File: src/design/assert_macros.svh
// Assertion macros shared by the supervisor RTL
`ifndef ASSERT_MACROS_SVH
`define ASSERT_MACROS_SVH
`ifndef ASSERT_OFF
// Implication or plain property, checked on every rising clock edge out of reset
`define ASSERT_PROP(label, clk, rst, prop) \
   label: assert property (@(posedge clk) disable iff (rst) (prop)) \
      else $error("assertion failed");
// Expression that must never be true out of reset
`define ASSERT_NEVER(label, clk, rst, expr) \
   label: assert property (@(posedge clk) disable iff (rst) !(expr)) \
      else $error("forbidden condition seen");
`else
`define ASSERT_PROP(label, clk, rst, prop)
`define ASSERT_NEVER(label, clk, rst, expr)
`endif
`endif

File: src/design/lsrs_pkg.sv
// Types and codes shared by the link silence and reconnect supervisor
package lsrs_pkg;

   // Supervisor phase, one-hot
   typedef enum logic [2:0] {
      PHASE_STARTING = 3'b001,
      PHASE_RUNNING  = 3'b010,
      PHASE_FINISHED = 3'b100
   } phase_type;

   // Item kinds
   localparam logic FUNC_POLL  = 1'b0;
   localparam logic FUNC_START = 1'b1;

   localparam logic [2:0] POLL_SAMPLES   = 3'd0;
   localparam logic [2:0] POLL_EMPTY     = 3'd1;
   localparam logic [2:0] POLL_NO_ANSWER = 3'd2;
   localparam logic [2:0] POLL_BAD_RESP  = 3'd3;
   localparam logic [2:0] POLL_OTHER_ERR = 3'd4;
   localparam logic [2:0] POLL_CANCELLED = 3'd5;

   localparam logic [1:0] START_SUCCESS  = 2'd0;
   localparam logic [1:0] START_BAD_RESP = 2'd1;

   localparam logic [1:0] FINISH_NONE      = 2'd0;
   localparam logic [1:0] FINISH_CANCELLED = 2'd1;
   localparam logic [1:0] FINISH_ERROR     = 2'd2;
   localparam logic [1:0] FINISH_EXHAUSTED = 2'd3;

   // Register map
   localparam int unsigned CSR_INDEX_WIDTH = 3;
   localparam int unsigned CSR_DATA_WIDTH  = 32;
   localparam logic [CSR_INDEX_WIDTH-1:0] CSR_MISS_THRESHOLD    = 3'd0;
   localparam logic [CSR_INDEX_WIDTH-1:0] CSR_FIRST_RETRY_DELAY = 3'd1;
   localparam logic [CSR_INDEX_WIDTH-1:0] CSR_RETRY_PERIOD      = 3'd2;
   localparam logic [CSR_INDEX_WIDTH-1:0] CSR_ATTEMPT_LIMIT_ON  = 3'd3;
   localparam logic [CSR_INDEX_WIDTH-1:0] CSR_ATTEMPT_LIMIT     = 3'd4;

   localparam logic [15:0] MISS_COUNT_MAX    = 16'hFFFF;
   localparam logic [31:0] ATTEMPT_COUNT_MAX = 32'hFFFF_FFFF;

   typedef struct packed {
      logic [15:0] miss_threshold;
      logic [31:0] first_retry_delay;
      logic [31:0] retry_period;
      logic        attempt_limit_on;
      logic [31:0] attempt_limit;
   } cfg_type;

   typedef struct packed {
      logic       func;
      logic [2:0] poll_kind;
      logic [1:0] start_kind;
   } item_type;

   typedef struct packed {
      logic       report_running;
      logic       report_silent;
      logic       forward_samples;
      logic       request_restart;
      logic       finish;
      logic [1:0] finish_code;
      logic       log_retry_failure;
   } result_type;

   typedef struct packed {
      phase_type phase;
      logic      awaiting_restart;
   } status_type;

endpackage

File: src/design/lsrs_csr.sv
// Configuration registers of the supervisor
module lsrs_csr (
   input  logic                                   clock,
   input  logic                                   reset,
   input  logic                                   csr_we,
   input  logic [lsrs_pkg::CSR_INDEX_WIDTH-1:0]   csr_index,
   input  logic [lsrs_pkg::CSR_DATA_WIDTH-1:0]    csr_wdata,
   output lsrs_pkg::cfg_type                      cfg
);

   lsrs_pkg::cfg_type cfg_ff;
   lsrs_pkg::cfg_type cfg_in;

   // Decode the write
   always_comb begin
      cfg_in = cfg_ff;
      if (csr_we) begin
         unique case (csr_index)
            lsrs_pkg::CSR_MISS_THRESHOLD:    cfg_in.miss_threshold    = csr_wdata[15:0];
            lsrs_pkg::CSR_FIRST_RETRY_DELAY: cfg_in.first_retry_delay = csr_wdata;
            lsrs_pkg::CSR_RETRY_PERIOD:      cfg_in.retry_period      = csr_wdata;
            lsrs_pkg::CSR_ATTEMPT_LIMIT_ON:  cfg_in.attempt_limit_on  = csr_wdata[0];
            lsrs_pkg::CSR_ATTEMPT_LIMIT:     cfg_in.attempt_limit     = csr_wdata;
            default: cfg_in = cfg_ff;
         endcase
      end
   end

   // Hold the settings
   always_ff @(posedge clock) begin
      if (reset) begin
         cfg_ff.miss_threshold    <= 16'd3;
         cfg_ff.first_retry_delay <= 32'd1000;
         cfg_ff.retry_period      <= 32'd1000;
         cfg_ff.attempt_limit_on  <= 1'b0;
         cfg_ff.attempt_limit     <= 32'd0;
      end else begin
         cfg_ff <= cfg_in;
      end
   end

   assign cfg = cfg_ff;

endmodule

File: src/design/lsrs_in_reg.sv
// Input register stage of the supervisor
module lsrs_in_reg #(
   parameter int unsigned TIME_WIDTH = 64
) (
   input  logic                     clock,
   input  logic                     reset,
   input  logic                     req_valid,
   output logic                     req_ready,
   input  lsrs_pkg::item_type       req_item,
   input  logic [63:0]              req_now_ms,
   input  logic                     advance,
   output logic                     item_valid,
   output lsrs_pkg::item_type       item,
   output logic [TIME_WIDTH-1:0]    item_now
);

   logic                  valid_ff;
   logic                  valid_in;
   lsrs_pkg::item_type    item_ff;
   logic [TIME_WIDTH-1:0] now_ff;
   logic                  take;

   // Take a beat whenever the stage is empty or drains this cycle
   assign req_ready = !valid_ff || advance;
   assign take      = req_valid && req_ready;

   always_comb begin
      valid_in = valid_ff;
      if (take) begin
         valid_in = 1'b1;
      end else if (advance) begin
         valid_in = 1'b0;
      end
   end

   always_ff @(posedge clock) begin
      if (reset) begin
         valid_ff <= 1'b0;
      end else begin
         valid_ff <= valid_in;
      end
   end

   // Capture the payload, keeping only the time bits in use
   always_ff @(posedge clock) begin
      if (take) begin
         item_ff <= req_item;
         now_ff  <= req_now_ms[TIME_WIDTH-1:0];
      end
   end

   assign item_valid = valid_ff;
   assign item       = item_ff;
   assign item_now   = now_ff;

endmodule

File: src/design/lsrs_step.sv
// Supervisor state and the single-pass update for one item
module lsrs_step #(
   parameter int unsigned TIME_WIDTH = 64
) (
   input  logic                     clock,
   input  logic                     reset,
   input  lsrs_pkg::cfg_type        cfg,
   input  logic                     advance,
   input  lsrs_pkg::item_type       item,
   input  logic [TIME_WIDTH-1:0]    item_now,
   output lsrs_pkg::result_type     result,
   output lsrs_pkg::status_type     status
);

   localparam logic [TIME_WIDTH-1:0] TIME_MAX = {TIME_WIDTH{1'b1}};

   lsrs_pkg::phase_type   phase_ff, phase_in;
   logic                  silent_ff, silent_in;
   logic [15:0]           miss_ff, miss_in;
   logic [31:0]           attempt_ff, attempt_in;
   logic [TIME_WIDTH-1:0] deadline_ff, deadline_in;
   logic                  armed_ff, armed_in;
   logic                  reachable_ff, reachable_in;
   logic                  awaiting_ff, awaiting_in;
   logic                  retry_failed_ff, retry_failed_in;

   logic [31:0]           arm_delta;
   logic [TIME_WIDTH:0]   arm_sum;
   logic [TIME_WIDTH-1:0] arm_time;
   logic                  arm_reachable;
   logic [15:0]           miss_next;
   logic                  old_deadline_hit;
   logic                  new_deadline_hit;
   logic                  limit_hit;
   lsrs_pkg::result_type  res;

   // Deadline arithmetic: one adder, saturate on carry out
   assign arm_delta     = (item.func == lsrs_pkg::FUNC_START) ? cfg.retry_period
                                                              : cfg.first_retry_delay;
   assign arm_sum       = {1'b0, item_now} + {{(TIME_WIDTH - 31){1'b0}}, arm_delta};
   assign arm_reachable = !arm_sum[TIME_WIDTH];
   assign arm_time      = arm_reachable ? arm_sum[TIME_WIDTH-1:0] : TIME_MAX;

   // A freshly armed deadline has passed only when its delay is zero
   assign old_deadline_hit = armed_ff && reachable_ff && (item_now >= deadline_ff);
   assign new_deadline_hit = arm_reachable && (arm_delta == 32'd0);
   assign limit_hit        = cfg.attempt_limit_on && (attempt_ff >= cfg.attempt_limit);
   assign miss_next        = miss_ff + 16'd1;

   always_comb begin
      phase_in        = phase_ff;
      silent_in       = silent_ff;
      miss_in         = miss_ff;
      attempt_in      = attempt_ff;
      deadline_in     = deadline_ff;
      armed_in        = armed_ff;
      reachable_in    = reachable_ff;
      awaiting_in     = awaiting_ff;
      retry_failed_in = retry_failed_ff;
      res             = '0;

      unique case (phase_ff)
         lsrs_pkg::PHASE_STARTING: begin
            if (item.func == lsrs_pkg::FUNC_START) begin
               if (item.start_kind == lsrs_pkg::START_SUCCESS) begin
                  phase_in           = lsrs_pkg::PHASE_RUNNING;
                  res.report_running = 1'b1;
               end else begin
                  phase_in        = lsrs_pkg::PHASE_FINISHED;
                  res.finish      = 1'b1;
                  res.finish_code = lsrs_pkg::FINISH_ERROR;
               end
            end else if (item.poll_kind == lsrs_pkg::POLL_CANCELLED) begin
               phase_in        = lsrs_pkg::PHASE_FINISHED;
               res.finish      = 1'b1;
               res.finish_code = lsrs_pkg::FINISH_CANCELLED;
            end
         end

         lsrs_pkg::PHASE_RUNNING: begin
            if (item.func == lsrs_pkg::FUNC_START) begin
               // Restart outcome: count the attempt and re-arm
               if (awaiting_ff) begin
                  awaiting_in  = 1'b0;
                  if (attempt_ff != lsrs_pkg::ATTEMPT_COUNT_MAX) begin
                     attempt_in = attempt_ff + 32'd1;
                  end
                  armed_in     = 1'b1;
                  deadline_in  = arm_time;
                  reachable_in = arm_reachable;
                  if (item.start_kind == lsrs_pkg::START_BAD_RESP) begin
                     retry_failed_in = 1'b1;
                  end else if (item.start_kind != lsrs_pkg::START_SUCCESS) begin
                     phase_in        = lsrs_pkg::PHASE_FINISHED;
                     res.finish      = 1'b1;
                     res.finish_code = lsrs_pkg::FINISH_ERROR;
                  end
               end
            end else if (!awaiting_ff) begin
               case (item.poll_kind)
                  lsrs_pkg::POLL_SAMPLES: begin
                     miss_in             = '0;
                     attempt_in          = '0;
                     armed_in            = 1'b0;
                     reachable_in        = 1'b0;
                     deadline_in         = '0;
                     retry_failed_in     = 1'b0;
                     silent_in           = 1'b0;
                     res.report_running  = silent_ff;
                     res.forward_samples = 1'b1;
                  end
                  lsrs_pkg::POLL_OTHER_ERR,
                  lsrs_pkg::POLL_CANCELLED: begin
                     phase_in        = lsrs_pkg::PHASE_FINISHED;
                     res.finish      = 1'b1;
                     res.finish_code = (item.poll_kind == lsrs_pkg::POLL_CANCELLED)
                                     ? lsrs_pkg::FINISH_CANCELLED
                                     : lsrs_pkg::FINISH_ERROR;
                  end
                  lsrs_pkg::POLL_NO_ANSWER: begin
                     if ((miss_ff != lsrs_pkg::MISS_COUNT_MAX)
                         && (miss_next == cfg.miss_threshold)) begin
                        // Silence declared: arm the first deadline
                        silent_in         = 1'b1;
                        res.report_silent = 1'b1;
                        armed_in          = 1'b1;
                        deadline_in       = arm_time;
                        reachable_in      = arm_reachable;
                        if (new_deadline_hit) begin
                           if (limit_hit) begin
                              phase_in              = lsrs_pkg::PHASE_FINISHED;
                              res.finish            = 1'b1;
                              res.finish_code       = lsrs_pkg::FINISH_EXHAUSTED;
                              res.log_retry_failure = retry_failed_ff;
                           end else begin
                              awaiting_in         = 1'b1;
                              res.request_restart = 1'b1;
                           end
                        end
                     end else if (old_deadline_hit) begin
                        if (limit_hit) begin
                           phase_in              = lsrs_pkg::PHASE_FINISHED;
                           res.finish            = 1'b1;
                           res.finish_code       = lsrs_pkg::FINISH_EXHAUSTED;
                           res.log_retry_failure = retry_failed_ff;
                        end else begin
                           awaiting_in         = 1'b1;
                           res.request_restart = 1'b1;
                        end
                     end
                     if (miss_ff != lsrs_pkg::MISS_COUNT_MAX) begin
                        miss_in = miss_next;
                     end
                  end
                  default: begin
                     // Empty answers, bad responses and unused codes change nothing
                     miss_in = miss_ff;
                  end
               endcase
            end
         end

         lsrs_pkg::PHASE_FINISHED: begin
            phase_in = lsrs_pkg::PHASE_FINISHED;
         end

         default: begin
            phase_in = lsrs_pkg::PHASE_FINISHED;
         end
      endcase
   end

   // Commit the state as the item leaves the input stage
   always_ff @(posedge clock) begin
      if (reset) begin
         phase_ff        <= lsrs_pkg::PHASE_STARTING;
         silent_ff       <= 1'b0;
         miss_ff         <= '0;
         attempt_ff      <= '0;
         deadline_ff     <= '0;
         armed_ff        <= 1'b0;
         reachable_ff    <= 1'b0;
         awaiting_ff     <= 1'b0;
         retry_failed_ff <= 1'b0;
      end else if (advance) begin
         phase_ff        <= phase_in;
         silent_ff       <= silent_in;
         miss_ff         <= miss_in;
         attempt_ff      <= attempt_in;
         deadline_ff     <= deadline_in;
         armed_ff        <= armed_in;
         reachable_ff    <= reachable_in;
         awaiting_ff     <= awaiting_in;
         retry_failed_ff <= retry_failed_in;
      end
   end

   assign result                  = res;
   assign status.phase            = phase_ff;
   assign status.awaiting_restart = awaiting_ff;

endmodule

File: src/design/lsrs_out_reg.sv
// Result register of the supervisor
module lsrs_out_reg (
   input  logic                    clock,
   input  logic                    reset,
   input  logic                    load,
   input  lsrs_pkg::result_type    result,
   output logic                    out_free,
   output logic                    rsp_valid,
   input  logic                    rsp_ready,
   output lsrs_pkg::result_type    rsp_result
);

   logic                 valid_ff;
   logic                 valid_in;
   lsrs_pkg::result_type result_ff;

   // The register can take a beat when empty or being emptied now
   assign out_free = !valid_ff || rsp_ready;

   always_comb begin
      valid_in = valid_ff;
      if (load) begin
         valid_in = 1'b1;
      end else if (rsp_ready) begin
         valid_in = 1'b0;
      end
   end

   always_ff @(posedge clock) begin
      if (reset) begin
         valid_ff <= 1'b0;
      end else begin
         valid_ff <= valid_in;
      end
   end

   always_ff @(posedge clock) begin
      if (load) begin
         result_ff <= result;
      end
   end

   assign rsp_valid  = valid_ff;
   assign rsp_result = result_ff;

endmodule

File: src/design/link_silence_reconnect_supervisor.sv
// Top level of the link silence and reconnect supervisor
//
//   channel   direction   handshake                    payload
//   req_      in          req_valid / req_ready        func, poll_kind, start_kind, now_ms
//   rsp_      out         rsp_valid / rsp_ready        seven result fields
//   csr_      in          csr_we (no wait)             csr_index, csr_wdata
//
// An accepted beat sits in the input register while the update logic works on
// it; its result is then loaded into the result register and offered from
// there, so a result beat passes through both registers before it is taken.
// While results are taken, a new beat is accepted every cycle; the state update
// commits as an item moves into the result register, so the next item sees it.
// A stalled result register holds the input stage, and the input stage takes
// a new beat in the same cycle that it drains. Reset is synchronous and empties
// both registers.
`include "assert_macros.svh"

module link_silence_reconnect_supervisor #(
   parameter int unsigned TIME_WIDTH = 64
) (
   input  logic                                   clock,
   input  logic                                   reset,
   input  logic                                   req_valid,
   output logic                                   req_ready,
   input  logic                                   req_func,
   input  logic [2:0]                             req_poll_kind,
   input  logic [1:0]                             req_start_kind,
   input  logic [63:0]                            req_now_ms,
   output logic                                   rsp_valid,
   input  logic                                   rsp_ready,
   output logic                                   rsp_report_running,
   output logic                                   rsp_report_silent,
   output logic                                   rsp_forward_samples,
   output logic                                   rsp_request_restart,
   output logic                                   rsp_finish,
   output logic [1:0]                             rsp_finish_code,
   output logic                                   rsp_log_retry_failure,
   input  logic                                   csr_we,
   input  logic [lsrs_pkg::CSR_INDEX_WIDTH-1:0]   csr_index,
   input  logic [lsrs_pkg::CSR_DATA_WIDTH-1:0]    csr_wdata
);

   lsrs_pkg::cfg_type     cfg;
   lsrs_pkg::item_type    req_item;
   lsrs_pkg::item_type    item;
   logic [TIME_WIDTH-1:0] item_now;
   logic                  item_valid;
   logic                  out_free;
   logic                  advance;
   lsrs_pkg::result_type  result;
   lsrs_pkg::result_type  rsp_result;
   lsrs_pkg::status_type  status;

   assign req_item.func       = req_func;
   assign req_item.poll_kind  = req_poll_kind;
   assign req_item.start_kind = req_start_kind;

   // Move an item on when the result register can take it
   assign advance = item_valid && out_free;

   lsrs_csr u_csr (
      .clock     (clock),
      .reset     (reset),
      .csr_we    (csr_we),
      .csr_index (csr_index),
      .csr_wdata (csr_wdata),
      .cfg       (cfg)
   );

   lsrs_in_reg #(
      .TIME_WIDTH (TIME_WIDTH)
   ) u_in_reg (
      .clock      (clock),
      .reset      (reset),
      .req_valid  (req_valid),
      .req_ready  (req_ready),
      .req_item   (req_item),
      .req_now_ms (req_now_ms),
      .advance    (advance),
      .item_valid (item_valid),
      .item       (item),
      .item_now   (item_now)
   );

   lsrs_step #(
      .TIME_WIDTH (TIME_WIDTH)
   ) u_step (
      .clock    (clock),
      .reset    (reset),
      .cfg      (cfg),
      .advance  (advance),
      .item     (item),
      .item_now (item_now),
      .result   (result),
      .status   (status)
   );

   lsrs_out_reg u_out_reg (
      .clock      (clock),
      .reset      (reset),
      .load       (advance),
      .result     (result),
      .out_free   (out_free),
      .rsp_valid  (rsp_valid),
      .rsp_ready  (rsp_ready),
      .rsp_result (rsp_result)
   );

   assign rsp_report_running    = rsp_result.report_running;
   assign rsp_report_silent     = rsp_result.report_silent;
   assign rsp_forward_samples   = rsp_result.forward_samples;
   assign rsp_request_restart   = rsp_result.request_restart;
   assign rsp_finish            = rsp_result.finish;
   assign rsp_finish_code       = rsp_result.finish_code;
   assign rsp_log_retry_failure = rsp_result.log_retry_failure;

   // A finish code goes with a finish and nothing else
   `ASSERT_PROP(a_code_with_finish, clock, reset,
      rsp_valid |-> (rsp_finish == (rsp_finish_code != lsrs_pkg::FINISH_NONE)))
   // The retry-failure log only rides on an exhausted finish
   `ASSERT_PROP(a_log_only_exhausted, clock, reset,
      (rsp_valid && rsp_log_retry_failure) |->
         (rsp_finish_code == lsrs_pkg::FINISH_EXHAUSTED))
   // Once finished the supervisor never leaves that phase
   `ASSERT_PROP(a_finished_sticks, clock, reset,
      (status.phase == lsrs_pkg::PHASE_FINISHED) |=>
         (status.phase == lsrs_pkg::PHASE_FINISHED))
   // A restart is awaited only while running
   `ASSERT_NEVER(a_await_only_running, clock, reset,
      status.awaiting_restart && (status.phase != lsrs_pkg::PHASE_RUNNING))

endmodule

File: config.mk
export PLATFORM = sky130hd
export DESIGN_NAME = link_silence_reconnect_supervisor
export DESIGN_NICKNAME = d
export VERILOG_FILES = /design/src/design/lsrs_pkg.sv /design/src/design/lsrs_csr.sv /design/src/design/lsrs_in_reg.sv /design/src/design/lsrs_step.sv /design/src/design/lsrs_out_reg.sv /design/src/design/link_silence_reconnect_supervisor.sv
export VERILOG_INCLUDE_DIRS = /design/src /design/src/design
export SDC_FILE = /design/constraint.sdc
export NUM_CORES = 1
export LEC_CHECK = 0
export BUFFER_PORTS_ARGS = -buffer_cell sky130_fd_sc_hd__buf_2
export CORE_ASPECT_RATIO = 1.4
export CORE_MARGIN = 1.5
export CORE_UTILIZATION = 36
export CTS_BUF_LIST = sky130_fd_sc_hd__clkbuf_16
export CTS_CLUSTER_DIAMETER = 50
export DETAILED_ROUTE_END_ITERATION = 16
export PLACE_DENSITY_LB_ADDON = 0.12
export SYNTH_ARGS = -nofsm -noshare
export SYNTH_HDL_FRONTEND = slang
export SYNTH_SLANG_ARGS = --single-unit
File: constraint.sdc
create_clock -name clock -period 10.8 [get_ports clock]
set_input_delay 1.08 -clock clock [delete_from_list [all_inputs] [get_ports clock]]
set_output_delay 1.08 -clock clock [all_outputs]
set_load 0.02 [all_outputs]
==> flow_summary_export.csv, run 1 <==
group,metric,value,unit
synthesis,synth_mux_area_frac,0.0255,
worst_setup_path,timing.rr.end,"u_step.deadline_ff[51]",
routing,via_count,14400,
synthesis,ys_top_cells_by_count,"344 x nand2_1, 235 x dfxtp_1, 209 x a21oi_1, 132 x ha_1, 127 x inv_1",
cts,cts_num_sinks,313,
synthesis,ys_types,88,
synthesis,yosysSeqAreaShare,0.408,
synthesis,yosysTopAreaCellShare,0.272,
synthesis,yosysWarnings,0,
place,hpwl,35.9,mm
worst_setup_path,critPathMostFrequentCell,"a211oi_1",
synthesis,syn_area_per_cell,8.74,µm²
timing,tightestPinTransition,1.01,ns
synthesis,syn_inst,1978,
timing,fmax,214,MHz
cts,cts_tree,"yes",
routing,vias_per_cell,5.30,
timing,setup_slack,6.14,ns
timing,setup_violations,0,
synthesis,async_flop_share,0,
synthesis,netlist_top_cells_area,"dfxtp_1 27%, edfxtp_1 14%, ha_1 9.6%, nand2_1 7.5%, a21oi_1 6.1%",
place,gp_congestion,0.878,
die,die_x,188,µm
worst_setup_path,worstReg2RegStart,"u_in_reg.item[5]",
synthesis,synthSimpleGateAreaFrac,0.193,
synthesis,synthXorXnorAreaFrac,0.0456,
pwr,max-vdd-ir-drop,0.104,mV
timing,min_period,4.66,ns
worst_setup_path,worst_setup_path_end_kind,"register",
die,dieHeight,262,µm
synthesis,synth_compound_area_frac,0.179,
grt,grt_max_degree,81,
die,ioPinCount,120,
layout,syn_to_final_growth,13.9,%
grt,grt_usage,0.197,
worst_setup_path,reg2reg_slack,6.14,ns
timing,rsz0062_at_grt,"no",
die,core,47200,µm²
grt,grt_pass1_wl,77.6,mm
cts,cts-root-buf,"clkbuf_16",
layout,stdcell_area,19700,µm²
worst_setup_path,crit_required,11.25,ns
worst_setup_path,max_stage_delay,0.54,ns
synthesis,synth_most_common_cell,"nand2_1",
synthesis,syn-cell-area,17300,µm²
cts,post-cts-setup-buffers,0,
routing,drtIter0Drc,722,
worst_setup_path,worstSetupPathType,"reg2reg",
routing,routed_wirelength,49.1,mm
timing,setup_tns,0,ns
cts,cts_inserted_buffers,41,
synthesis,syn-num-nets,2221,
worst_setup_path,worstSetupStartpoint,"u_in_reg.item[5]",
synthesis,yosysTopAreaCell,"dfxtp_1",
cts,clock_path_buffers,3,
worst_setup_path,startpoint_type,"register",
timing,finalHoldViolations,0,
grt,grt_pass1_vias,14400,
worst_setup_path,worst-path-stages,13,
worst_setup_path,cpLargestDelayFamily,"compound AO/OA/AOI/OAI gates",
grt,grt_overflow,0,
worst_setup_path,cp_cell_sequence,"buf_4, mux2_2, ha_1, fa_1, a211oi_1, o211ai_1, nand3_1, a211oi_1, o21ai_0, a21oi_2, nand2_1, nor2_2, a221o_1",
die,die_area,49400,µm²
hold_path,worst_hold_path.num_cells,2,
layout,n_fill_cell,4808,
cts,ctsResizeCount,0,
worst_setup_path,cp.buffers_inverters,1,
status,status,"complete, no violations",
synthesis,synth-seq-cells,313,
cts,htreeDepth,2,
synthesis,synth_top_family_by_area,"simple AND/OR/NAND/NOR gates",
timing,period_share,0.432,
synthesis,synthFlopType,"dfxtp_1",
place,post-place-ws,6.11,ns
routing,dr.pass1.iters,5,
routing,drt.antenna.violating_nets,0,
place,placed_cell_area,18400,µm²
cts,cts.hold.buffers_added,0,
routing,drc,0,
worst_setup_path,crit_path_top_delay_cell,"o21ai_0",
worst_setup_path,cp.arrival,5.11,ns
layout,drive_above_1_share,0.126,
worst_setup_path,worstRegToRegCells,13,
job,max_cap_viol_count,0,
cts,insertion_delay,0.57,ns
place,placement.io_buffers,119,
die,initial_core_util,0.366,
pwr,p_leak,0.00762,µW
pwr,power_density,143,nW/µm²
layout,num-nets-final,2312,
timing,slew_headroom,0.323,
hold_path,hold_class,"reg2reg",
timing,finClkSkew,0.0150,ns
worst_setup_path,crit_fanout,45,
synthesis,synth-edff-count,78,
routing,routedWlPerCell,18.0,µm
die,fp-row-count,94,
synthesis,yosys.area_share.adder,0.0973,
layout,n_antenna_cell,0,
worst_setup_path,crit_end,"u_step.deadline_ff[51]",
cts,clkTransAtPathRegs,0.06,ns
grt,antenna_found_initial,0,
timing,finalMaxSlewViolations,0,
## cell type report
type | instances | area, µm² | share of cell area
repair buffers | 134 | 711 | 0.0361
multi-input cells | 1452 | 9340 | 0.475
clock inverters | 31 | 220 | 0.0112
clock buffers | 44 | 1100 | 0.0559
inverters | 127 | 477 | 0.0242
well taps | 624 | 781 | 0.0397
flip-flops and latches | 313 | 7050 | 0.358
## worst register-to-register path, delay by kind of cell, from the launching register on
family,cells,cell delay (ns)
and+or+nand+nor,3,0.89
AOI/OAI and AO/OA,6,1.77
buffers and inverters,1,0.47
adders and majority gates,2,0.66
DFF,1,0.32
muxes,1,0.45
## sequential cells by signal, summed over array words and instances, names as in the netlist, 3 cells and up
| register | cells |
|---|---|
| u_in_reg.item_now | 64 |
| u_step.attempt_ff | 32 |
| u_step.miss_ff | 16 |
| u_step.deadline_ff | 64 |
| u_step.phase_ff | 3 |
| u_out_reg.rsp_result | 8 |
| u_in_reg.item | 6 |
| u_csr.cfg | 113 |
## how the worst min path moves through the flow
stage	end	startpoint	slack [ns]
2_1_floorplan	u_step.deadline_ff[41]	u_step.deadline_ff[41]	0.43
3_3_place_gp	u_step.deadline_ff[32]	u_step.deadline_ff[32]	0.44
3_5_place_dp	u_step.deadline_ff[4]	u_step.deadline_ff[4]	0.44
4_1_cts	u_step.deadline_ff[3]	u_step.deadline_ff[3]	0.45
5_1_grt	u_step.deadline_ff[13]	u_step.deadline_ff[13]	0.47
6_report	u_step.deadline_ff[8]	u_step.deadline_ff[8]	0.45
## power breakdown
group | total, µW | internal, µW | switching, µW
Sequential | 1260 | 1230 | 25.7
Combinational | 234 | 90.7 | 143
Clock | 1330 | 772 | 558
## cells in the final DEF, fill, tap and decap left out, drive strengths merged, types with 19 or more instances in the layout
cell type,count
nor2,111
dfxtp,235
clkbuf,44
edfxtp,78
a221o,19
nor3,27
nand2,344
a21o,39
buf,134
o21ai,73
nand3,53
inv,148
ha,132
a21oi,211
a31oi,19
xor2,42
mux2,32
nand4,36
xnor2,48
## cell families after synthesis
group | count (synthesis)
xor+xnor | 90
flops | 313
buf+inv | 213
compound gates | 478
simple gates | 710
fa+ha+maj | 134
mux | 40
## metal layers
| metal | part of all wire | routed length [µm] | vias to the layer above | GRT usage |
|---|---|---|---|---|
| met2 | 0.51 | 25100 | 247 | 0.357 |
| met5 | 0 | 0 | - | 0 |
| met3 | 0.030 | 1480 | 81 | 0.0270 |
| li1 | - | - | 7210 | - |
| met1 | 0.43 | 21000 | 6903 | 0.234 |
| met4 | 0.031 | 1510 | 0 | 0.0701 |
## stage by stage
stage / hold WS, ns / utilization / power [µW] / instances
floorplan: 0.425 / - / 1430 / 1978
global placement: 0.436 / 0.389 / 1520 / 2650
detailed placement: 0.439 / 0.389 / 1520 / 2650
CTS: 0.449 / 0.417 / 2860 / 2725
global route: 0.471 / 0.417 / 2930 / 2725
finish: 0.447 / 0.417 / 2820 / 2725
(Power assumes the default switching activity.)
==> inputs of run 2 (changes only) <==
--- a/config.mk
+++ b/config.mk
@@ -6,6 +6,7 @@
 export SDC_FILE = /design/constraint.sdc
 export NUM_CORES = 1
 export LEC_CHECK = 0
+export ABC_AREA = 1
 export BUFFER_PORTS_ARGS = -buffer_cell sky130_fd_sc_hd__buf_2
 export CORE_ASPECT_RATIO = 1.4
 export CORE_MARGIN = 1.5
==> constraint.sdc (replaced) <==
create_clock -name clock -period 4.9 [get_ports clock]
set_input_delay 0.49 -clock clock [delete_from_list [all_inputs] [get_ports clock]]
set_output_delay 0.49 -clock clock [all_outputs]
set_load 0.02 [all_outputs]
==> run 2 against run 1 <==
Sequential cell count is the same. Sequential share of layout area is 5.8 points lower. Non-clock buffer count is 12 higher. Clock power is 130% higher. Cell count grew 47%. Global-route usage increased by 5.2 points. Area after synthesis is 21% higher.
==> flow_summary_export.csv, run 2 <==
group,metric,value,unit
status,status,"complete, no violations",
synthesis,synth-edff-count,78,
place,post-place-ws,0.723,ns
timing,finalHoldViolations,0,
cts,insertion_delay,0.59,ns
layout,stdcell_area,23500,µm²
synthesis,yosysWarnings,0,
timing,fmax,238,MHz
grt,grt_max_degree,88,
worst_setup_path,worstRegToRegCells,22,
place,dp.cells,3918,
layout,layout_commonest_cell,"nand2_1",
worst_setup_path,worst_setup_path_end_kind,"register",
synthesis,yosysTopAreaCellShare,0.226,
cts,clock_path_buffers,3,
cts,htreeDepth,2,
grt,grt_usage,0.249,
die,dieHeight,288,µm
timing,min_period,4.21,ns
routing,vias_per_cell,5.08,
hold_path,hold_class,"in2reg",
timing,setup_slack,0.691,ns
routing,drt.antenna.violating_nets,0,
timing,period_share,0.859,
synthesis,netlist_top_cells_area,"dfxtp_1 23%, nand2_1 15%, edfxtp_1 11%, inv_1 8.2%, ha_1 7.9%",
grt,grt_pass1_vias,20200,
worst_setup_path,max_stage_delay,0.46,ns
timing,setup_tns,0,ns
synthesis,syn_inst,3130,
synthesis,ys_types,52,
routing,drc,0,
worst_setup_path,critPathMostFrequentCell,"nand2_1",
cts,ctsResizeCount,0,
worst_setup_path,worstReg2RegStart,"u_in_reg.item[5]",
worst_setup_path,cp_cell_sequence,"inv_2, nand2_1, nand2_1, ha_1, fa_1, nand3_1, nand3_1, nand2_1, nand2_1, nand2_1, nand2_1, nand2_1, nand2_2, nand2_1, nand2_1, nand4_1, nand2_1, inv_1, nand3_1, nand2_1, nand2_1, nand2_1",
die,die_x,206,µm
pwr,p_total,6630,µW
die,initial_core_util,0.363,
place,placed_cell_area,22100,µm²
routing,routed_wirelength,73.9,mm
cts,cts_num_sinks,313,
worst_setup_path,timing.rr.end,"u_out_reg.rsp_result[3]",
synthesis,ys_top_cells_by_count,"827 x nand2_1, 455 x inv_1, 361 x nor2_1, 235 x dfxtp_1, 216 x a21oi_1",
routing,wl_met3,2.78,mm
layout,fin_cells,3998,
timing,finalMaxSlewViolations,0,
timing,slew_headroom,0.196,
hold_path,min_from,"req_now_ms[0]",
cts,cts-root-buf,"clkbuf_16",
timing,setup_violations,0,
die,core,57400,µm²
cts,cts_tree,"yes",
synthesis,yosysSeqAreaShare,0.338,
worst_setup_path,cp.arrival,4.54,ns
synthesis,synth_most_common_cell,"nand2_1",
routing,wl_met1,28.2,mm
cts,cts.hold.buffers_added,0,
routing,highest_layer,"met4",
die,ioPinCount,120,
cts,cts_inserted_buffers,43,
routing,routedWlPerCell,18.5,µm
routing,drtIter0Drc,1212,
synthesis,syn-cell-area,20900,µm²
layout,drive_above_1_share,0.100,
cts,post-cts-setup-buffers,0,
hold_path,worst_hold_path.num_cells,1,
die,die_area,59400,µm²
synthesis,yosysTopAreaCell,"dfxtp_1",
grt,antenna_found_initial,0,
place,placement.io_buffers,119,
synthesis,syn_area_per_cell,6.66,µm²
routing,via_count,20300,
worst_setup_path,crit_path_top_delay_cell,"inv_2",
cts,clkTransAtPathRegs,0.06,ns
timing,tightestPinTransition,1.20,ns
grt,grt_pass1_wl,113,mm
synthesis,synthFlopType,"dfxtp_1",
place,gp_congestion,1.03,
worst_setup_path,startpoint_type,"register",
die,fp-row-count,104,
layout,n_antenna_cell,0,
timing,rsz0062_at_grt,"no",
synthesis,async_flop_share,0,
pwr,max-vdd-ir-drop,0.220,mV
synthesis,synth-seq-cells,313,
grt,grt_overflow,0,
worst_setup_path,worstSetupPathType,"reg2reg",
pwr,p_leak,0.0107,µW
pwr,power_density,282,nW/µm²
place,hpwl,58.9,mm
worst_setup_path,reg2reg_slack,0.69,ns
job,max_cap_viol_count,0,
hold_path,min_to,"u_in_reg.item_now[0]",
layout,num-nets-final,3464,
layout,largest_register_ffs,113,
worst_setup_path,crit_required,5.23,ns
routing,wl_met2,38.4,mm
timing,finClkSkew,0.0301,ns
layout,syn_to_final_growth,12.6,%
routing,dr.pass1.iters,6,
layout,layout_common_cells,"827 x nand2_1, 462 x inv_1, 360 x nor2_1",
synthesis,syn-num-nets,3373,
worst_setup_path,crit_fanout,29,
==> run 2: changes by cell type in the layout (fill, tap and decap cells not counted), moves of 40 or more <==
cell | previous run | this run
nor2_1 | 107 | 360
inv_1 | 137 | 462
o21ai_0 | 54 | 169
xnor2_1 | 48 | 8
nand2_1 | 344 | 827
nand3_1 | 52 | 208
nor3_1 | 26 | 70
==> run 2: through the flow <==
step                      hold slack (ns)  utilization
after floorplan                     0.424            -
after detailed placement            0.441        0.385
after global placement              0.436        0.385
after global routing               0.0516        0.409
after CTS                          0.0433        0.409
final                              0.0802        0.409
==> run 2: area by class of cell <==
| class | instances | area (µm²) |
|---|---|---|
| Sequential cell | 313 | 7050 |
| Clock buffer | 43 | 1080 |
| Tap cell | 742 | 928 |
| Clock inverter | 37 | 297 |
| Timing Repair Buffer | 146 | 813 |
| Fill cell | 6197 | 33900 |
| Inverter | 464 | 1740 |
| Multi-Input combinational cell | 2253 | 11600 |
==> run 2: worst max-delay path by stage <==
stage,from,end,slack [ns],cells after the start
6_report,u_in_reg.item[5],u_out_reg.rsp_result[3],0.69,22
5_1_grt,u_in_reg.item[5],u_out_reg.rsp_result[2],0.33,22
4_1_cts,u_in_reg.item[5],u_out_reg.rsp_result[3],0.69,22
3_5_place_dp,u_in_reg.item[5],u_out_reg.rsp_result[3],0.72,22
3_3_place_gp,u_in_reg.item[5],u_out_reg.rsp_result[2],0.79,22
2_1_floorplan,u_in_reg.item[5],u_step.deadline_ff[42],1.70,22
==> run 2: cell families (layout without fill, tap and decap cells) <==
logic type | count (synthesis) | in the layout | synth area share
simple gates | 1618 | 1618 | 0.336
xor+xnor | 33 | 33 | 0.0152
fa+ha+maj | 133 | 133 | 0.0801
compound gates | 469 | 469 | 0.123
buf+inv | 564 | 690 | 0.108
flops | 313 | 313 | 0.338
==> run 2: layer usage <==
layer,vias up,track usage
met1,9349,0.265
met3,153,0.0282
li1,10300,-
met5,-,0
met4,0,0.143
met2,485,0.467
==> run 2: critical path, delay by kind of cell, from the launching register on <==
family                   cells  cell delay [ns]
AND/OR/NAND/NOR             18             2.45
buffers and inverters        2             0.53
adder cells (fa/ha/maj)      2             0.49
flip-flops                   1             0.44
==> run 2: power by group <==
group	total [µW]	internal, µW	switching, µW
combinational	808	254	554
sequential	2800	2730	70.6
clock	3030	1740	1280
